===== src/rtl/sbs_pkg.sv =====
// shared types, character codes and defaults for the background splitter
// no dependencies
package sbs_pkg;

  localparam int MAX_NEST_DEF    = 15;
  localparam int SPACE_DEPTH_DEF = 16;
  localparam int Q_DEPTH         = 4;

  localparam logic [7:0] CH_AMP    = 8'h26;
  localparam logic [7:0] CH_DOLLAR = 8'h24;
  localparam logic [7:0] CH_SPACE  = 8'h20;
  localparam logic [7:0] CH_TAB    = 8'h09;
  localparam logic [7:0] CH_LF     = 8'h0A;
  localparam logic [7:0] CH_CR     = 8'h0D;
  localparam logic [7:0] CH_DQUOTE = 8'h22;
  localparam logic [7:0] CH_SQUOTE = 8'h27;
  localparam logic [7:0] CH_BSLASH = 8'h5C;
  localparam logic [7:0] CH_LPAREN = 8'h28;
  localparam logic [7:0] CH_RPAREN = 8'h29;
  localparam logic [7:0] CH_LBRACK = 8'h5B;
  localparam logic [7:0] CH_RBRACK = 8'h5D;
  localparam logic [7:0] CH_GT     = 8'h3E;
  localparam logic [7:0] CH_LT     = 8'h3C;
  localparam logic [7:0] CH_MINUS  = 8'h2D;
  localparam logic [7:0] CH_ZERO   = 8'h30;
  localparam logic [7:0] CH_NINE   = 8'h39;
  localparam logic [7:0] CH_NUL    = 8'h00;

  typedef enum logic [1:0] {
    ACT_ADD,
    ACT_CUT,
    ACT_MARK
  } act_kind_t;

  // one unit of work handed from the front to the back
  typedef struct packed {
    act_kind_t  kind;
    logic [7:0] data;
  } action_t;

  function automatic logic is_blank(input logic [7:0] c);
    return (c == CH_SPACE) || (c == CH_TAB) || (c == CH_LF) || (c == CH_CR);
  endfunction

  function automatic logic is_digit(input logic [7:0] c);
    return (c >= CH_ZERO) && (c <= CH_NINE);
  endfunction

endpackage


===== src/rtl/shell_background_splitter.sv =====
// a byte is judged when the next byte arrives (the final byte in the FE_LAST state), and its
// action passes through the queue entry register and then the output register
// throughput: 1 byte per cycle while in_stall is low; a swallowed pair byte or a line end
// stalls the front, and flushed blanks or the " &" suffix the back, absorbed by a 4-entry queue
// reset: synchronous, active low; clears control state, whitespace ram is not cleared
// top level: sbs_front -> sbs_queue -> sbs_back; uses sbs_pkg
module shell_background_splitter #(
  parameter int MAX_NEST    = sbs_pkg::MAX_NEST_DEF,
  parameter int SPACE_DEPTH = sbs_pkg::SPACE_DEPTH_DEF
) (
  input  logic       clk,
  input  logic       rst_n,
  input  logic       in_valid,
  output logic       in_stall,
  input  logic [7:0] in_byte,
  input  logic       in_line_last,
  output logic       out_valid,
  input  logic       out_stall,
  output logic [7:0] out_byte,
  output logic       out_has_byte,
  output logic       out_segment_end,
  output logic       out_line_end,
  output logic       out_space_overflow
);

  logic             push;
  sbs_pkg::action_t push_act;
  logic             pop;
  logic             q_full;
  logic             q_empty;
  sbs_pkg::action_t head;

  sbs_front #(
    .MAX_NEST (MAX_NEST)
  ) u_front (
    .clk          (clk),
    .rst_n        (rst_n),
    .in_valid     (in_valid),
    .in_stall     (in_stall),
    .in_byte      (in_byte),
    .in_line_last (in_line_last),
    .push         (push),
    .push_act     (push_act),
    .q_full       (q_full)
  );

  sbs_queue u_queue (
    .clk      (clk),
    .rst_n    (rst_n),
    .push     (push),
    .push_act (push_act),
    .pop      (pop),
    .q_full   (q_full),
    .q_empty  (q_empty),
    .head     (head)
  );

  sbs_back #(
    .SPACE_DEPTH (SPACE_DEPTH)
  ) u_back (
    .clk                (clk),
    .rst_n              (rst_n),
    .q_empty            (q_empty),
    .head               (head),
    .pop                (pop),
    .out_valid          (out_valid),
    .out_stall          (out_stall),
    .out_byte           (out_byte),
    .out_has_byte       (out_has_byte),
    .out_segment_end    (out_segment_end),
    .out_line_end       (out_line_end),
    .out_space_overflow (out_space_overflow)
  );

endmodule


===== src/rtl/sbs_ram.sv =====
// generic single-write, single-read ram with registered read data
// no dependencies
module sbs_ram #(
  parameter int WIDTH = 8,
  parameter int DEPTH = 16
) (
  input  logic                     clk,
  input  logic                     wr_en,
  input  logic [$clog2(DEPTH)-1:0] wr_addr,
  input  logic [WIDTH-1:0]         wr_data,
  input  logic [$clog2(DEPTH)-1:0] rd_addr,
  output logic [WIDTH-1:0]         rd_data
);

  logic [WIDTH-1:0] mem [DEPTH];

  always_ff @(posedge clk) begin
    if (wr_en) begin
      mem[wr_addr] <= wr_data;
    end
    rd_data <= mem[rd_addr];
  end

endmodule


===== src/rtl/sbs_front.sv =====
// front end: accepts bytes, tracks quotes, nesting and lookahead, and
// turns each judged byte into an action for the back end; uses sbs_pkg
module sbs_front #(
  parameter int MAX_NEST = sbs_pkg::MAX_NEST_DEF
) (
  input  logic              clk,
  input  logic              rst_n,
  input  logic              in_valid,
  output logic              in_stall,
  input  logic [7:0]        in_byte,
  input  logic              in_line_last,
  output logic              push,
  output sbs_pkg::action_t  push_act,
  input  logic              q_full
);

  localparam int LW = $clog2(MAX_NEST + 1);
  localparam logic [LW-1:0] LEVEL_MAX = LW'(MAX_NEST);

  typedef enum logic [1:0] {
    FE_RUN,
    FE_SWAL,
    FE_LAST,
    FE_MARK
  } fe_state_t;

  fe_state_t     state_r, state_nxt;
  logic [7:0]    held_byte_r, held_byte_nxt;
  logic          held_valid_r, held_valid_nxt;
  logic [7:0]    back_one_r, back_one_nxt;
  logic [7:0]    back_two_r, back_two_nxt;
  logic          quoting_r, quoting_nxt;
  logic          quote_dbl_r, quote_dbl_nxt;
  logic [LW-1:0] arith_r, arith_nxt;
  logic [LW-1:0] bracket_r, bracket_nxt;
  logic          last_r, last_nxt;

  // judge results for the held byte
  logic          j_has_next;
  logic [7:0]    j_nx;
  logic          j_cut;
  logic          j_swallow;
  logic          j_quoting;
  logic          j_quote_dbl;
  logic [LW-1:0] j_arith;
  logic [LW-1:0] j_bracket;
  logic          j_is_dq;
  logic          j_fd_next;

  assign j_has_next = (state_r == FE_RUN);
  assign j_nx       = j_has_next ? in_byte : sbs_pkg::CH_NUL;
  assign j_is_dq    = (held_byte_r == sbs_pkg::CH_DQUOTE);
  assign j_fd_next  = j_has_next && (sbs_pkg::is_digit(j_nx) || (j_nx == sbs_pkg::CH_MINUS));

  always_comb begin
    j_cut       = 1'b0;
    j_swallow   = 1'b0;
    j_quoting   = quoting_r;
    j_quote_dbl = quote_dbl_r;
    j_arith     = arith_r;
    j_bracket   = bracket_r;
    priority if (((held_byte_r == sbs_pkg::CH_DQUOTE) || (held_byte_r == sbs_pkg::CH_SQUOTE))
                 && (back_one_r != sbs_pkg::CH_BSLASH)) begin
      // raw backslash test, escaped backslashes are not looked at
      if (!quoting_r) begin
        j_quoting   = 1'b1;
        j_quote_dbl = j_is_dq;
      end else if (quote_dbl_r == j_is_dq) begin
        j_quoting   = 1'b0;
        j_quote_dbl = 1'b0;
      end
    end else if (quoting_r) begin
      j_cut = 1'b0;
    end else if ((back_two_r == sbs_pkg::CH_DOLLAR) && (back_one_r == sbs_pkg::CH_LPAREN)
                 && (held_byte_r == sbs_pkg::CH_LPAREN)) begin
      if (arith_r < LEVEL_MAX) begin
        j_arith = arith_r + LW'(1);
      end
    end else if (j_has_next && (held_byte_r == sbs_pkg::CH_RPAREN)
                 && (j_nx == sbs_pkg::CH_RPAREN) && (arith_r != '0)) begin
      j_arith   = arith_r - LW'(1);
      j_swallow = 1'b1;
    end else if (j_has_next && (held_byte_r == sbs_pkg::CH_LBRACK)
                 && (j_nx == sbs_pkg::CH_LBRACK)) begin
      if (bracket_r < LEVEL_MAX) begin
        j_bracket = bracket_r + LW'(1);
      end
      j_swallow = 1'b1;
    end else if (j_has_next && (held_byte_r == sbs_pkg::CH_RBRACK)
                 && (j_nx == sbs_pkg::CH_RBRACK) && (bracket_r != '0)) begin
      j_bracket = bracket_r - LW'(1);
      j_swallow = 1'b1;
    end else if ((held_byte_r == sbs_pkg::CH_AMP) && (arith_r == '0) && (bracket_r == '0)) begin
      priority if (j_has_next && (j_nx == sbs_pkg::CH_AMP)) begin
        j_swallow = 1'b1;
      end else if (((back_one_r == sbs_pkg::CH_GT) || (back_one_r == sbs_pkg::CH_LT))
                   && j_fd_next) begin
        j_cut = 1'b0;
      end else if (j_has_next && (j_nx == sbs_pkg::CH_GT)) begin
        j_cut = 1'b0;
      end else begin
        j_cut = 1'b1;
      end
    end else begin
      j_cut = 1'b0;
    end
  end

  assign in_stall = (state_r != FE_RUN) || q_full;

  always_comb begin
    state_nxt      = state_r;
    held_byte_nxt  = held_byte_r;
    held_valid_nxt = held_valid_r;
    back_one_nxt   = back_one_r;
    back_two_nxt   = back_two_r;
    quoting_nxt    = quoting_r;
    quote_dbl_nxt  = quote_dbl_r;
    arith_nxt      = arith_r;
    bracket_nxt    = bracket_r;
    last_nxt       = last_r;
    push           = 1'b0;
    push_act.kind  = j_cut ? sbs_pkg::ACT_CUT : sbs_pkg::ACT_ADD;
    push_act.data  = held_byte_r;
    unique case (state_r)
      FE_RUN: begin
        if (in_valid && !q_full) begin
          held_byte_nxt = in_byte;
          if (held_valid_r) begin
            push          = 1'b1;
            back_two_nxt  = back_one_r;
            back_one_nxt  = held_byte_r;
            quoting_nxt   = j_quoting;
            quote_dbl_nxt = j_quote_dbl;
            arith_nxt     = j_arith;
            bracket_nxt   = j_bracket;
            if (j_swallow) begin
              // second byte of a pair goes in unjudged from FE_SWAL
              held_valid_nxt = 1'b0;
              last_nxt       = in_line_last;
              state_nxt      = FE_SWAL;
            end else begin
              held_valid_nxt = 1'b1;
              state_nxt      = in_line_last ? FE_LAST : FE_RUN;
            end
          end else begin
            held_valid_nxt = 1'b1;
            state_nxt      = in_line_last ? FE_LAST : FE_RUN;
          end
        end
      end
      FE_SWAL: begin
        if (!q_full) begin
          push          = 1'b1;
          push_act.kind = sbs_pkg::ACT_ADD;
          back_two_nxt  = back_one_r;
          back_one_nxt  = held_byte_r;
          state_nxt     = last_r ? FE_MARK : FE_RUN;
        end
      end
      FE_LAST: begin
        if (!q_full) begin
          push           = 1'b1;
          back_two_nxt   = back_one_r;
          back_one_nxt   = held_byte_r;
          quoting_nxt    = j_quoting;
          quote_dbl_nxt  = j_quote_dbl;
          arith_nxt      = j_arith;
          bracket_nxt    = j_bracket;
          held_valid_nxt = 1'b0;
          state_nxt      = FE_MARK;
        end
      end
      FE_MARK: begin
        if (!q_full) begin
          push           = 1'b1;
          push_act.kind  = sbs_pkg::ACT_MARK;
          push_act.data  = sbs_pkg::CH_NUL;
          held_byte_nxt  = sbs_pkg::CH_NUL;
          held_valid_nxt = 1'b0;
          back_one_nxt   = sbs_pkg::CH_NUL;
          back_two_nxt   = sbs_pkg::CH_NUL;
          quoting_nxt    = 1'b0;
          quote_dbl_nxt  = 1'b0;
          arith_nxt      = '0;
          bracket_nxt    = '0;
          state_nxt      = FE_RUN;
        end
      end
      default: state_nxt = FE_RUN;
    endcase
  end

  always_ff @(posedge clk) begin
    if (!rst_n) begin
      state_r      <= FE_RUN;
      held_byte_r  <= sbs_pkg::CH_NUL;
      held_valid_r <= 1'b0;
      back_one_r   <= sbs_pkg::CH_NUL;
      back_two_r   <= sbs_pkg::CH_NUL;
      quoting_r    <= 1'b0;
      quote_dbl_r  <= 1'b0;
      arith_r      <= '0;
      bracket_r    <= '0;
      last_r       <= 1'b0;
    end else begin
      state_r      <= state_nxt;
      held_byte_r  <= held_byte_nxt;
      held_valid_r <= held_valid_nxt;
      back_one_r   <= back_one_nxt;
      back_two_r   <= back_two_nxt;
      quoting_r    <= quoting_nxt;
      quote_dbl_r  <= quote_dbl_nxt;
      arith_r      <= arith_nxt;
      bracket_r    <= bracket_nxt;
      last_r       <= last_nxt;
    end
  end

endmodule


===== src/rtl/sbs_queue.sv =====
// short action queue between front and back end
// uses sbs_pkg for the action type and depth
module sbs_queue (
  input  logic              clk,
  input  logic              rst_n,
  input  logic              push,
  input  sbs_pkg::action_t  push_act,
  input  logic              pop,
  output logic              q_full,
  output logic              q_empty,
  output sbs_pkg::action_t  head
);

  localparam int QAW = $clog2(sbs_pkg::Q_DEPTH);
  localparam int QCW = $clog2(sbs_pkg::Q_DEPTH + 1);

  sbs_pkg::action_t entry_r [sbs_pkg::Q_DEPTH];
  logic [QAW-1:0]   wr_ptr_r, wr_ptr_nxt;
  logic [QAW-1:0]   rd_ptr_r, rd_ptr_nxt;
  logic [QCW-1:0]   count_r, count_nxt;
  logic             do_push;
  logic             do_pop;

  assign q_full  = (count_r == QCW'(sbs_pkg::Q_DEPTH));
  assign q_empty = (count_r == '0);
  assign head    = entry_r[rd_ptr_r];
  assign do_push = push && !q_full;
  assign do_pop  = pop && !q_empty;

  always_comb begin
    wr_ptr_nxt = wr_ptr_r;
    rd_ptr_nxt = rd_ptr_r;
    count_nxt  = count_r;
    if (do_push) begin
      wr_ptr_nxt = (wr_ptr_r == QAW'(sbs_pkg::Q_DEPTH - 1)) ? '0 : wr_ptr_r + QAW'(1);
    end
    if (do_pop) begin
      rd_ptr_nxt = (rd_ptr_r == QAW'(sbs_pkg::Q_DEPTH - 1)) ? '0 : rd_ptr_r + QAW'(1);
    end
    if (do_push && !do_pop) begin
      count_nxt = count_r + QCW'(1);
    end else if (do_pop && !do_push) begin
      count_nxt = count_r - QCW'(1);
    end
  end

  always_ff @(posedge clk) begin
    if (do_push) begin
      entry_r[wr_ptr_r] <= push_act;
    end
    if (!rst_n) begin
      wr_ptr_r <= '0;
      rd_ptr_r <= '0;
      count_r  <= '0;
    end else begin
      wr_ptr_r <= wr_ptr_nxt;
      rd_ptr_r <= rd_ptr_nxt;
      count_r  <= count_nxt;
    end
  end

endmodule


===== src/rtl/sbs_back.sv =====
// back end: trims whitespace, flushes held interior blanks, adds the " &"
// suffix and line markers, and drives the output register; uses sbs_pkg, sbs_ram
module sbs_back #(
  parameter int SPACE_DEPTH = sbs_pkg::SPACE_DEPTH_DEF
) (
  input  logic              clk,
  input  logic              rst_n,
  input  logic              q_empty,
  input  sbs_pkg::action_t  head,
  output logic              pop,
  output logic              out_valid,
  input  logic              out_stall,
  output logic [7:0]        out_byte,
  output logic              out_has_byte,
  output logic              out_segment_end,
  output logic              out_line_end,
  output logic              out_space_overflow
);

  localparam int AW = $clog2(SPACE_DEPTH);
  localparam int CW = $clog2(SPACE_DEPTH + 2);
  localparam logic [CW-1:0] DEPTH_C = CW'(SPACE_DEPTH);
  localparam logic [CW-1:0] OVF_C   = CW'(SPACE_DEPTH + 1);

  typedef enum logic [1:0] {
    BK_IDLE,
    BK_FLUSH,
    BK_CHAR,
    BK_AMP
  } bk_state_t;

  bk_state_t     state_r, state_nxt;
  logic          seg_open_r, seg_open_nxt;
  logic          last_amp_r, last_amp_nxt;
  logic [CW-1:0] count_r, count_nxt;
  logic [AW-1:0] idx_r, idx_nxt;
  logic          out_valid_r;
  logic [7:0]    out_byte_r;
  logic          out_has_r;
  logic          out_send_r;
  logic          out_lend_r;
  logic          out_ovf_r;

  logic          out_free;
  logic          emit;
  logic [7:0]    e_byte;
  logic          e_has;
  logic          e_send;
  logic          e_lend;
  logic          e_ovf;
  logic          ram_we;
  logic [AW-1:0] ram_raddr;
  logic [7:0]    ram_rdata;
  logic          ovf;
  logic [CW-1:0] kept;
  logic          idx_last;

  assign out_free = !out_valid_r || !out_stall;
  assign ovf      = (count_r > DEPTH_C);
  assign kept     = ovf ? DEPTH_C : count_r;
  assign idx_last = ((CW'(idx_r) + CW'(1)) == kept);

  sbs_ram #(
    .WIDTH (8),
    .DEPTH (SPACE_DEPTH)
  ) u_space_ram (
    .clk     (clk),
    .wr_en   (ram_we),
    .wr_addr (count_r[AW-1:0]),
    .wr_data (head.data),
    .rd_addr (ram_raddr),
    .rd_data (ram_rdata)
  );

  always_comb begin
    state_nxt    = state_r;
    seg_open_nxt = seg_open_r;
    last_amp_nxt = last_amp_r;
    count_nxt    = count_r;
    idx_nxt      = idx_r;
    pop          = 1'b0;
    emit         = 1'b0;
    e_byte       = sbs_pkg::CH_NUL;
    e_has        = 1'b0;
    e_send       = 1'b0;
    e_lend       = 1'b0;
    e_ovf        = 1'b0;
    ram_we       = 1'b0;
    ram_raddr    = '0;
    unique case (state_r)
      BK_IDLE: begin
        if (!q_empty) begin
          unique case (head.kind)
            sbs_pkg::ACT_ADD: begin
              if (sbs_pkg::is_blank(head.data)) begin
                pop = 1'b1;
                if (seg_open_r) begin
                  if (count_r < DEPTH_C) begin
                    ram_we    = 1'b1;
                    count_nxt = count_r + CW'(1);
                  end else begin
                    count_nxt = OVF_C;
                  end
                end
              end else if (seg_open_r && (count_r != '0)) begin
                // read of entry 0 is in flight for the flush
                state_nxt = BK_FLUSH;
                idx_nxt   = '0;
              end else if (out_free) begin
                emit         = 1'b1;
                e_byte       = head.data;
                e_has        = 1'b1;
                pop          = 1'b1;
                count_nxt    = '0;
                seg_open_nxt = 1'b1;
                last_amp_nxt = (head.data == sbs_pkg::CH_AMP);
              end
            end
            sbs_pkg::ACT_CUT: begin
              if (!seg_open_r) begin
                pop          = 1'b1;
                last_amp_nxt = 1'b0;
                count_nxt    = '0;
              end else if (last_amp_r) begin
                if (out_free) begin
                  emit         = 1'b1;
                  e_send       = 1'b1;
                  pop          = 1'b1;
                  seg_open_nxt = 1'b0;
                  last_amp_nxt = 1'b0;
                  count_nxt    = '0;
                end
              end else if (out_free) begin
                emit      = 1'b1;
                e_byte    = sbs_pkg::CH_SPACE;
                e_has     = 1'b1;
                state_nxt = BK_AMP;
              end
            end
            sbs_pkg::ACT_MARK: begin
              if (out_free) begin
                emit         = 1'b1;
                e_send       = seg_open_r;
                e_lend       = 1'b1;
                pop          = 1'b1;
                seg_open_nxt = 1'b0;
                last_amp_nxt = 1'b0;
                count_nxt    = '0;
              end
            end
            default: pop = 1'b1;
          endcase
        end
      end
      BK_FLUSH: begin
        ram_raddr = out_free ? idx_r + AW'(1) : idx_r;
        if (out_free) begin
          emit   = 1'b1;
          e_byte = ram_rdata;
          e_has  = 1'b1;
          e_ovf  = ovf;
          if (idx_last) begin
            state_nxt = BK_CHAR;
          end else begin
            idx_nxt = idx_r + AW'(1);
          end
        end
      end
      BK_CHAR: begin
        if (out_free) begin
          emit         = 1'b1;
          e_byte       = head.data;
          e_has        = 1'b1;
          pop          = 1'b1;
          count_nxt    = '0;
          seg_open_nxt = 1'b1;
          last_amp_nxt = (head.data == sbs_pkg::CH_AMP);
          state_nxt    = BK_IDLE;
        end
      end
      BK_AMP: begin
        if (out_free) begin
          emit         = 1'b1;
          e_byte       = sbs_pkg::CH_AMP;
          e_has        = 1'b1;
          e_send       = 1'b1;
          pop          = 1'b1;
          seg_open_nxt = 1'b0;
          last_amp_nxt = 1'b0;
          count_nxt    = '0;
          state_nxt    = BK_IDLE;
        end
      end
      default: state_nxt = BK_IDLE;
    endcase
  end

  always_ff @(posedge clk) begin
    if (emit) begin
      out_byte_r <= e_byte;
      out_has_r  <= e_has;
      out_send_r <= e_send;
      out_lend_r <= e_lend;
      out_ovf_r  <= e_ovf;
    end
    idx_r <= idx_nxt;
    if (!rst_n) begin
      state_r     <= BK_IDLE;
      seg_open_r  <= 1'b0;
      last_amp_r  <= 1'b0;
      count_r     <= '0;
      out_valid_r <= 1'b0;
    end else begin
      state_r    <= state_nxt;
      seg_open_r <= seg_open_nxt;
      last_amp_r <= last_amp_nxt;
      count_r    <= count_nxt;
      if (emit) begin
        out_valid_r <= 1'b1;
      end else if (out_free) begin
        out_valid_r <= 1'b0;
      end
    end
  end

  assign out_valid          = out_valid_r;
  assign out_byte           = out_byte_r;
  assign out_has_byte       = out_has_r;
  assign out_segment_end    = out_send_r;
  assign out_line_end       = out_lend_r;
  assign out_space_overflow = out_ovf_r;

endmodule


===== config.mk =====
export PLATFORM = sky130hd
export DESIGN_NAME = shell_background_splitter
export DESIGN_NICKNAME = d
export VERILOG_FILES = /design/src/rtl/sbs_pkg.sv /design/src/rtl/shell_background_splitter.sv /design/src/rtl/sbs_ram.sv /design/src/rtl/sbs_front.sv /design/src/rtl/sbs_queue.sv /design/src/rtl/sbs_back.sv
export SDC_FILE = /design/constraint.sdc
export NUM_CORES = 1
export LEC_CHECK = 0
export BUFFER_PORTS_ARGS = -buffer_cell sky130_fd_sc_hd__buf_4
export CORE_ASPECT_RATIO = 0.8
export CORE_MARGIN = 8
export CORE_UTILIZATION = 30
export DETAILED_ROUTE_END_ITERATION = 8
export PLACE_DENSITY = 0.47
export SETUP_SLACK_MARGIN = 0.05
export SLEW_MARGIN = 20
export SYNTH_ARGS = -nofsm -noshare
export SYNTH_HDL_FRONTEND = slang
export SYNTH_HIERARCHICAL = 1
export SYNTH_SLANG_ARGS = --single-unit

===== constraint.sdc =====
create_clock -name clk -period 5.2 [get_ports clk]
set_clock_uncertainty 0.15 [all_clocks]
set_input_delay 1.04 -clock clk [delete_from_list [all_inputs] [get_ports clk]]
set_output_delay 1.04 -clock clk [all_outputs]
set_load 0.05 [all_outputs]

== Word-level counts from Yosys, hierarchy flattened ==
Memory sizes are Yosys's and may differ from the RTL's. A register that Yosys moved wholly into a read port is not among the register bits.
Index checks and enable logic that the tools add are counted.

* Flip-flop bits (word level): 71
* Memory bits (writable): 168
* Bits of input ports: 13
* Output and inout port bits: 14
* Word-level logic and storage cells: 370
* Memories: 2

* $add $sub $neg: 11
* $lt $le $gt $ge: 6
* Equality and inequality tests: 62
* Muxes and demuxes: 190
* Bitwise logic cells: 2
* Reduce and logical (&&, ||, !) cells: 73

{| class="wikitable"
|+ Memories
! memory !! depth !! width !! rd ports !! clocked after Yosys merged registers in !! write ports !! RTL line !! RTL
|-
| u_back.u_space_ram.mem || 16 || 8 || 1 || 1 || 1 || sbs_ram.sv:15 || <nowiki>logic [WIDTH-1:0] mem [DEPTH];</nowiki>
|-
| u_queue.entry_r || 4 || 10 || 1 || 1 || 1 || sbs_queue.sv:17 || <nowiki>sbs_pkg::action_t entry_r [sbs_pkg::Q_DEPTH];</nowiki>
|}

{| class="wikitable"
|+ Operator list
! cell !! number
|-
| 2-to-1 mux 8 bit || 17
|-
| == test 8 x 6 -> 1 bit, second input constant || 15
|-
| 2-to-1 mux 4 bit || 27
|-
| 2-to-1 mux 1 bit || 80
|-
| one-hot mux 8 bit (3 select lines) || 2
|-
| 2-to-1 mux 5 bit || 9
|-
| 2-to-1 mux 2 bit || 22
|-
| == test 8 x 7 -> 1 bit, second input constant || 4
|-
| one-hot mux 8 bit (2 select lines) || 2
|-
| one-hot mux 8 bit (4 select lines) || 1
|-
| == test 8 x 4 -> 1 bit, second input constant || 3
|-
| logical AND 1 bit || 24
|-
| one-hot mux 1 bit (3 select lines) || 8
|-
| one-hot mux 4 bit (3 select lines) || 2
|-
| != test 2 bit, second input constant || 10
|-
| one-hot mux 1 bit (2 select lines) || 8
|-
| one-hot mux 5 bit (3 select lines) || 1
|-
| == test 2 bit, second input constant || 7
|-
| nonzero test 2 bit || 7
|-
| adder 4 x 1 -> 4 bit, second input constant || 3
|-
| 2-to-1 mux 6 bit || 2
|-
| != test 3 bit, second input constant || 4
|-
| AND reduction 4 bit || 3
|-
| 2-to-1 mux 10 bit || 1
|-
| other kinds (43) || 82
|}

== Logic depth before layout (Yosys ltp) ==
Gate-level depths: netlist of the first run.

* Depth in word-level cells: 19
* Depth in mapped cells: 15
* Gate-level depth less buffers: 15

== By module ==
The synthesis of the first run kept the hierarchy.

{| class="wikitable"
|+ By module, submodules not included
! module !! instances !! cells an instance !! area an instance (sq um) !! seq. area each (sq um)
|-
| sbs_ram || 1 || 229 || 5,147.4 || 4,003.8
|-
| sbs_front || 1 || 310 || 2,463.6 || 760.7
|-
| sbs_back || 1 || 228 || 2,048.2 || 680.7
|-
| sbs_queue || 1 || 103 || 1,916.8 || 1,381.3
|}

== Least setup slack after synthesis of the first run ==
OpenSTA, ideal clock, no wires.

* Path type: register to register
* Start: register with a tool-made name
* End: register u_queue.count_r[2]
* Setup time: 0.076 ns
* Data arrival time: 3.782 ns
* Required time: 4.974 ns
* Setup slack: 1.192 ns
* Cell stages (with the launch flop): 16
* Path buffers: 1
* Period minus slack after synthesis: 4.008 ns
* Cell sequence: dfxtp_1 > buf_2 > mux4_2 > and3b_1 > o21a_2 > o21ai_4 > a21boi_0 > o21ai_0 > a21oi_1 > o31ai_1 > ha_1 > inv_1 > fa_1 > xor2_1 > or3_2 > a21boi_0

{| class="wikitable"
|+ RTL lines
! what !! RTL line !! RTL
|-
| end signal: assignment || sbs_queue.sv:58 || <nowiki>count_r <= count_nxt;</nowiki>
|-
| end: declaration || sbs_queue.sv:20 || <nowiki>logic [QCW-1:0] count_r, count_nxt;</nowiki>
|}

==> results.cfg, run 1 <==
[outcome]
status = complete, no violations

[pwr]
internal_power_mw = 4.56
power.leakage_nw = 4.47
p_seq_frac = 0.393
combPwrFrac = 0.343
p_total_mw = 7.12
clockPowerShare = 0.264
vdd_ir_drop_max_uv = 227
p_switching_mw = 2.56
switching_share = 0.359
power_density_nw_per_um2 = 538

[timing]
setup_slack_ns = 0.726
fin_tns_setup_ns = 0
worst_slew_pin_slew_ns = 1.02
rsz0062_at_grt = no
hold_viol_final = 0
setup_viol = 0
fmax_ghz = 0.224
max-slew-margin-rel = 0.317
finalCritPeriodShare = 0.860
finalMaxSlewViolations = 0
layout_min_cycle_time_ns = 4.47

[floorplanning]
initial_core_util = 0.304
die_area_sq_um = 45200
die_y_um = 192
die_w_um = 236
fp-row-count = 64
io_pins = 27
design.core.area_sq_um = 38100

[final_layout]
fin_cells = 1419
drive_gt1_frac = 0.162
num-fill-cells = 3736
nets = 947
diodes = 0
syn_to_final_growth_pct = 14.3

[critical_path]
crit_type = reg2reg
critPathMaxStageDelay_ns = 0.80
critPathMostFrequentCell = a21boi_0
cp-start-kind = register
crit_slowest_cell = mux4_2
cp_top_family = compound AO/OA/AOI/OAI gates
worstPathArrival_ns = 4.80
critPathBufInv = 1
crit_chain = mux4_2 > and3b_1 > o21a_2 > o21ai_4 > a21boi_0 > o21ai_0 > a21oi_1 > o31ai_1 > ha_1 > inv_1 > fa_1 > xor2_1 > or3_2 > a21boi_0
cp.required_ns = 5.52
end_kind = register
path_max_fanout = 21

[clock_tree]
clk_pin_slew_worst_paths_ns = 0.06
clock-sinks = 249
cts.hold.buffers_added = 0
h-tree-depth = 1
cts_buffer_depth = 3
cts_tree = done
cts_setup_buffers = 0
post_cts_resize_count = 0
cts_buffers = 26
root_buffer = clkbuf_16
clk_latency_ns = 0.55

[logic_synthesis]
synthArstFlopShare = 0
ys_ff_latch = 249
synth_top_area_share = 0.477
synthTopCellsByArea = edfxtp_1 (48%), dfxtp_1 (11%), mux4_2 (5.4%)
synth_commonest_cells = edfxtp_1 (184), nor2_1 (69), dfxtp_1 (65)
synth_flop_cell = edfxtp_1
synth_seq_area_share = 0.590
synth_nets = 912
synth_edf_count = 184
ys_types = 97
ys_warn_count = 6
yosysMostFrequentCell = edfxtp_1
synth_cells = 870
mappedNetlistArea_sq_um = 11600
synth_largest_area_cell = edfxtp_1
avgSynthCellArea_sq_um = 13.3

[routing]
antenna_left = 0
drt_iter0_drc = 731
drt_pass1_iterations = 5
routed_wl_um = 27600
via_per_inst = 5.15
post-route-drc-count = 0
vias = 7305
wl_per_cell_um = 19.5

[placement]
place.gp.congestion = 0.840
io_buffers = 26
dp_slack_ns = 0.703
placed_cells = 1372
hpwl_um = 18500

[grt]
grt_max_degree = 39
antenna_found_initial = 0
grt_pass1_wl_um = 42600
grt_pass1_vias = 6993
overflow = 0
grt.total_usage = 0.119

[worst_hold_path]
min_path_type = reg2reg
worstHoldStart = u_front/last_r$_SDFFE_PN0P_

[run]
cap_violations = 0
-- state kept, by name, indices dropped and copies added, names as in the netlist, 3 cells and up, named ones only --
register                    flops
u_back/idx_r                    4
u_back/u_space_ram/mem        128
u_back/count_r                  5
u_front/bracket_r               4
u_queue/entry_r                40
u_back/u_space_ram/rd_data      8
u_back/out_byte                 8
u_front/back_one_r              8
u_queue/count_r                 3
u_front/arith_r                 4
u_front/held_byte_r             8
u_front/back_two_r              8
-- final cells by class --
cell class	count	area (sq um)	share of cell area
Clock buffer	34	711	0.0537
Clock inverter	13	153	0.0115
Inverter	26	97.6	0.00738
Multi-Input combinational cell	553	4460	0.337
Sequential cell	249	6830	0.516
Tap cell	495	619	0.0468
Timing Repair Buffer	49	368	0.0278
-- kinds of logic (layout without fill, tap and decap cells) --
| logic type | after synthesis | count (layout) | synth area share |
|---|---|---|---|
| AND/OR/NAND/NOR | 289 | 289 | 0.139 |
| multiplexers | 51 | 51 | 0.0941 |
| buffers and inverters | 68 | 122 | 0.0270 |
| AO/OA/AOI/OAI | 169 | 169 | 0.105 |
| adder cells (fa/ha/maj) | 29 | 29 | 0.0333 |
| XOR/XNOR | 15 | 15 | 0.0113 |
| flip-flops | 249 | 249 | 0.590 |
-- metal layers --
layer	GRT usage	routed length, um
met5	0	0
met4	0.0279	540
met3	0.0239	1460
met2	0.171	11500
met1	0.181	14200
-- final timing paths --
| path | to | slack (ns) | cells after the start |
|---|---|---|---|
| worst max-delay path | u_queue/count_r[2]$_SDFFE_PN0P_ | 0.73 | 14 |
| worst min-delay path | u_front/last_r$_SDFFE_PN0P_ | 0.31 | 2 |
| worst max register to register | u_queue/count_r[2]$_SDFFE_PN0P_ | 0.73 | 14 |
| worst min register to register | u_front/last_r$_SDFFE_PN0P_ | 0.31 | 2 |
-- power by group through the flow --
stage	Sequential, mW	Combinational, mW	Clock (mW)
6_report	2.80	2.44	1.88
3_3_place_gp	2.85	2.46	0
3_5_place_dp	2.85	2.45	0
4_1_cts	2.81	2.46	1.94
5_1_grt	2.83	2.67	2.01
2_1_floorplan	2.95	1.59	0
-- metrics by stage --
step           hold slack (ns)  utilization  area [sq um]
2_1_floorplan            0.288            -         11600
3_3_place_gp             0.299        0.324         12400
3_5_place_dp             0.309        0.324         12400
4_1_cts                  0.318        0.347         13200
5_1_grt                  0.343        0.347         13200
6_report                 0.310        0.347         13200
-- worst register-to-register path: cells and delay by family (launching register included) --
family	cells	cell delay [ns]
flops	1	0.57
mux	1	0.80
fa+ha+maj	2	0.71
compound gates	7	1.20
buf+inv	1	0.07
xor+xnor	1	0.18
simple gates	2	0.71
-- placed cells by master, fill, tap and decap left out, types with 9 or more instances in the layout --
cell type  synthesis  layout
nor3b_1           20      20
ha_1              26      26
and3_1             9       9
xnor2_1            9       9
clkbuf_16          0      26
a22oi_1           22      22
o21ai_0           21      21
and2_1            18      18
nand2_1           63      63
nor3_1            16      16
inv_1             22      22
nand4_1            9       9
mux4_1            14      14
nand3b_1           9       9
nor2_1            69      68
mux4_2            28      28
edfxtp_1         184     184
nand3_1           16      16
a21oi_1           46      45
buf_4              1      49
dfxtp_1           65      65
(Power assumes the default switching activity.)
==> inputs of run 2 (changes only) <==
--- a/config.mk
+++ b/config.mk
@@ -5,6 +5,7 @@
 export SDC_FILE = /design/constraint.sdc
 export NUM_CORES = 1
 export LEC_CHECK = 0
+export ABC_AREA = 1
 export BUFFER_PORTS_ARGS = -buffer_cell sky130_fd_sc_hd__buf_4
 export CORE_ASPECT_RATIO = 0.8
 export CORE_MARGIN = 8
==> results.cfg, run 2 <==
[floorplanning]
die_area_sq_um = 49100
io_pins = 27
die_w_um = 246
design.core.area_sq_um = 41700
die_y_um = 200
initial_core_util = 0.303
fp-row-count = 67

[logic_synthesis]
synth-adder-area-share = 0.0305
synth_seq_area_share = 0.539
ys_ff_latch = 249
synth_largest_area_cell = edfxtp_1
synth_compound_area_frac = 0.0728
synth_top_family_by_area = simple AND/OR/NAND/NOR gates
synth-xor-area-share = 0.00138
avgSynthCellArea_sq_um = 8.67
yosys.area_share.simple = 0.267
ys_warn_count = 6
synth_edf_count = 184
synth_top_area_share = 0.437
synth_cells = 1460
yosysMostFrequentCell = nand2_1
yosys-mux-area-fraction = 0
synth_nets = 1502
synth_commonest_cells = nand2_1 (349), inv_1 (191), edfxtp_1 (184)
synth_flop_cell = edfxtp_1
ys_types = 51
mappedNetlistArea_sq_um = 12700
synthArstFlopShare = 0
synthTopCellsByArea = edfxtp_1 (44%), nand2_1 (10%), dfxtp_1 (10%)

[routing]
drt_iter0_drc = 730
antenna_left = 0
wl_per_cell_um = 15.9
via_per_inst = 4.71
drt_pass1_iterations = 6
routed_wl_um = 32700
vias = 9699
post-route-drc-count = 0

[critical_path]
crit_chain = o21ai_0 > o22ai_2 > nand2_1 > o21ai_1 > nand2_2 > nand2_4 > nand2_2 > nor4_1 > buf_4 > nand3b_1 > nor2_1
crit_cells = 11
cp-start-kind = register
critPathMostFrequentCell = nand2_2
worst_r2r_path_depth = 11
cp_top_family = simple AND/OR/NAND/NOR gates
end_kind = register
critPathBufInv = 1
critPathMaxStageDelay_ns = 0.82
crit_type = reg2reg
cp.required_ns = 5.21
crit_slowest_cell = o22ai_2
path_max_fanout = 21
worstPathArrival_ns = 3.98

[pwr]
internal_power_mw = 4.69
combPwrFrac = 0.397
clockPowerShare = 0.235
power.leakage_nw = 5.92
p_seq_frac = 0.368
p_switching_mw = 3.30
power_density_nw_per_um2 = 559
switching_share = 0.413
vdd_ir_drop_max_uv = 270

[grt]
grt_pass1_wl_um = 52100
grt_pass1_vias = 9244
grt.total_usage = 0.132
grt_max_degree = 65
overflow = 0
antenna_found_initial = 0

[timing]
finalCritPeriodShare = 0.763
fmax_ghz = 0.252
fin_tns_setup_ns = 0
worst_slew_pin_slew_ns = 1.01
setup_slack_ns = 1.23
max-slew-margin-rel = 0.326
hold_viol_final = 0
rsz0062_at_grt = no
setup_viol = 0
finalMaxSlewViolations = 0
layout_min_cycle_time_ns = 3.97

[clock_tree]
h-tree-depth = 1
cts_tree = done
clock-sinks = 249
clk_latency_ns = 0.54
root_buffer = clkbuf_16
cts_setup_buffers = 0
clk_pin_slew_worst_paths_ns = 0.07
cts_buffers = 26
post_cts_resize_count = 0
cts.hold.buffers_added = 0
cts_buffer_depth = 3

[final_layout]
final_common_cell = nand2_1
nets = 1532
regMostFlops = u_back/u_space_ram/mem
drive_gt1_frac = 0.112
final_cell_mix = nand2_1 (349), inv_1 (191), edfxtp_1 (184), nor2_1 (173), nand3_1 (159)
syn_to_final_growth_pct = 13.1
largest_register_ffs = 128
diodes = 0
top_regs = u_back/u_space_ram/mem x128, u_queue/entry_r x40
num-fill-cells = 4324
utilization = 0.343
fin_cells = 2061

[placement]
dp_slack_ns = 1.24
placed_cells = 2014
hpwl_um = 22500
place.gp.congestion = 0.836
io_buffers = 26

[worst_hold_path]
min_path_type = reg2reg
hold_depth = 2

[outcome]
status = complete, no violations

[run]
cap_violations = 0
==> run 2: cell count changes after synthesis, moves of 20 or more <==
cell,before,now
inv_1,22,191
nand2_1,63,349
mux4_2,28,0
nand3_1,16,160
nor3b_1,20,0
nor2_1,69,173
a22oi_1,22,1
==> run 2: worst paths after layout <==
kind                                       from                                      to  slack, ns
min          u_front/back_two_r[2]$_SDFFE_PN0P_      u_front/back_two_r[2]$_SDFFE_PN0P_       0.32
max                                    register  u_back/u_space_ram/mem[6][3]$_DFFE_PP_       1.23
min reg2reg  u_front/back_two_r[2]$_SDFFE_PN0P_      u_front/back_two_r[2]$_SDFFE_PN0P_       0.32
max reg2reg                            register  u_back/u_space_ram/mem[6][3]$_DFFE_PP_       1.23
==> run 2: metrics by stage <==
stage	instance area (sq um)	hold slack, ns	total power [mW]
floorplan	12700	0.287	5.19
global placement	13400	0.304	6.20
global route	14300	0.337	8.54
finish	14300	0.319	7.99
detailed placement	13400	0.307	6.17
CTS	14300	0.319	8.08
==> run 2: layout make-up <==
class	instances	area, sq um	share of cell area
Clock inverter	13	134	0.00936
Sequential cell	249	6830	0.477
Timing Repair Buffer	51	383	0.0268
Multi-Input combinational cell	949	4750	0.332
Inverter	213	801	0.0560
Clock buffer	34	722	0.0505
Tap cell	552	691	0.0483
==> run 2: worst register-to-register path: stages (launching register included) <==
cell and delay, ns:
dfxtp_1 0.69, o21ai_0 0.22, o22ai_2 0.82, nand2_1 0.13
o21ai_1 0.13, nand2_2 0.10, nand2_4 0.13, nand2_2 0.10
nor4_1 0.19, buf_4 0.19, nand3b_1 0.13, nor2_1 0.60
==> run 2: layer usage <==
layer / part of all wire / routed length (um) / track usage
met3: 0.051 / 1660 / 0.0223
met2: 0.42 / 13800 / 0.203
met4: 0.019 / 622 / 0.0261
met5: 0 / 0 / 0
met1: 0.51 / 16600 / 0.195
==> run 2: cell families (layout without fill, tap and decap cells) <==
family | Yosys count | after routing
adder cells (fa/ha/maj) | 29 | 29
AO/OA/AOI/OAI | 158 | 158
AND/OR/NAND/NOR | 760 | 760
buffers and inverters | 262 | 311
flip-flops | 249 | 249
XOR/XNOR | 2 | 2
==> run 2: power by group through the flow <==
stage | clock network [mW] | registers (mW) | logic [mW]
after floorplan | 0 | 3.08 | 2.11
after global placement | 0 | 2.99 | 3.21
final | 1.88 | 2.94 | 3.17
after CTS | 1.94 | 2.94 | 3.20
after detailed placement | 0 | 2.98 | 3.19
after global routing | 2.01 | 2.98 | 3.54
==> inputs of run 3 (changes only) <==
==> constraint.sdc (replaced) <==
create_clock -name clk -period 3.8 [get_ports clk]
set_clock_uncertainty 0.15 [all_clocks]
set_input_delay 0.76 -clock clk [delete_from_list [all_inputs] [get_ports clk]]
set_output_delay 0.76 -clock clk [all_outputs]
set_load 0.05 [all_outputs]
==> results.cfg, run 3 (synthesis gave the netlist of run 2 again) <==
[outcome]
status = complete, no violations

[timing]
whs_ns = 0.306
worst_slew_pin_slew_ns = 0.843
layout_min_cycle_time_ns = 3.31
finalCritPeriodShare = 0.872
setup_viol = 0
finalMaxSlewViolations = 0
rsz0062_at_grt = no
max-slew-margin-rel = 0.438
fmax_ghz = 0.302
hold_viol_final = 0
fin_tns_setup_ns = 0

[floorplanning]
die_y_um = 200
fp-row-count = 67
die_w_um = 246
initial_core_util = 0.303
die_area_sq_um = 49100
design.core.area_sq_um = 41700
io_pins = 27

[final_layout]
largest_register_ffs = 128
diodes = 0
syn_to_final_growth_pct = 14.8
top_regs = u_back/u_space_ram/mem x128, u_queue/entry_r x40
fin_cells = 2083
final_cell_mix = nand2_1 (349), inv_1 (191), edfxtp_1 (184), nor2_1 (173), nand3_1 (160)
regMostFlops = u_back/u_space_ram/mem
drive_gt1_frac = 0.121
final_common_cell = nand2_1
nets = 1551

[grt]
grt_pass1_wl_um = 52900
grt_pass1_vias = 9315
grt_max_degree = 65
antenna_found_initial = 0
overflow = 0
grt.total_usage = 0.135

[pwr]
power.leakage_nw = 6.06
vdd_ir_drop_max_uv = 292
power_density_nw_per_um2 = 770

[placement]
io_buffers = 26
hpwl_um = 22500
placed_cells = 2031
place.gp.congestion = 0.856

[clock_tree]
cts_buffers = 28
cts_buffer_depth = 3
clk_pin_slew_worst_paths_ns = 0.06
clk_latency_ns = 0.56
h-tree-depth = 1
cts.hold.buffers_added = 0
clock-sinks = 249
cts_tree = done
root_buffer = clkbuf_16

[critical_path]
end_kind = register
crit_type = reg2reg
worstPathArrival_ns = 3.62
cp-start-kind = register
path_max_fanout = 11
cp.required_ns = 4.11

[routing]
drt_iter0_drc = 828
routed_wl_um = 33100
via_per_inst = 4.70
antenna_left = 0
wl_per_cell_um = 15.9
vias = 9799
drt_pass1_iterations = 6
post-route-drc-count = 0

[run]
cap_violations = 0

[worst_hold_path]
min_path_type = in2reg
## run 3: cell count changes in the layout (fill, tap and decap cells not counted), sizes merged
cell and change:
buf +17, clkbuf +6, bufinv +2, clkinvlp -2, clkinv -1
## run 3: what timing repair did
action	CTS	global route
gates resized for setup	0	1
buffers inserted	0	0
setup endpoints to repair	0	1
## run 3: path summary, 6_finish.rpt
check                                startpoint                                  to  slack [ns]  cells after the start
min                                in_line_last         u_front/last_r$_SDFFE_PN0P_        0.31                      3
min reg2reg  u_front/back_two_r[1]$_SDFFE_PN0P_  u_front/back_two_r[1]$_SDFFE_PN0P_        0.32                      2
max reg2reg                            register     u_queue/count_r[1]$_SDFFE_PN0P_        0.49                     18
max                                    register     u_queue/count_r[1]$_SDFFE_PN0P_        0.49                     18
## run 3: layout make-up
type | instances | area (sq um)
Multi-Input combinational cell | 949 | 4750
Sequential cell | 249 | 6830
Tap cell | 552 | 691
Inverter | 213 | 803
Clock buffer | 40 | 766
Timing Repair Buffer | 68 | 510
Clock inverter | 12 | 174
Fill cell | 4301 | 27200
## run 3: critical path, stage by stage, from the launching register on
cell,delay [ns]
dfxtp_1,0.53
inv_1,0.23
o21ai_0,0.16
o22ai_2,0.16
inv_2,0.10
nand2_1,0.07
o21ai_1,0.16
nand2_2,0.10
nand2_4,0.13
nand2_1,0.06
nand4_1,0.07
nand2_1,0.05
a21oi_1,0.20
nand2_2,0.12
ha_1,0.21
inv_1,0.09
fa_1,0.39
o21ai_0,0.16
nor2_1,0.05
## run 3: metal layers
metal / track usage / vias to the layer above / share of wire
met5: 0 / - / 0
met4: 0.0346 / 0 / 0.022
li1: - / 4898 / -
met1: 0.203 / 4632 / 0.51
met2: 0.198 / 220 / 0.42
met3: 0.0199 / 49 / 0.046
## run 3: power by group
group | switching [mW] | internal [mW] | leakage, nW | total, mW
Clock | 1.11 | 1.67 | 0.460 | 2.79
Sequential | 0.316 | 3.70 | 2.22 | 4.02
Combinational | 3.10 | 1.28 | 3.38 | 4.38
## run 3: through the flow
stage	setup WS, ns	total power [mW]	utilization	instance area [sq um]
6_report	0.488	11.2	0.348	14500
5_1_grt	0.146	12.0	0.348	14500
4_1_cts	0.416	11.3	0.348	14500
3_5_place_dp	0.430	8.48	0.325	13600
3_3_place_gp	0.564	8.48	0.325	13600
2_1_floorplan	0.487	7.11	-	12700
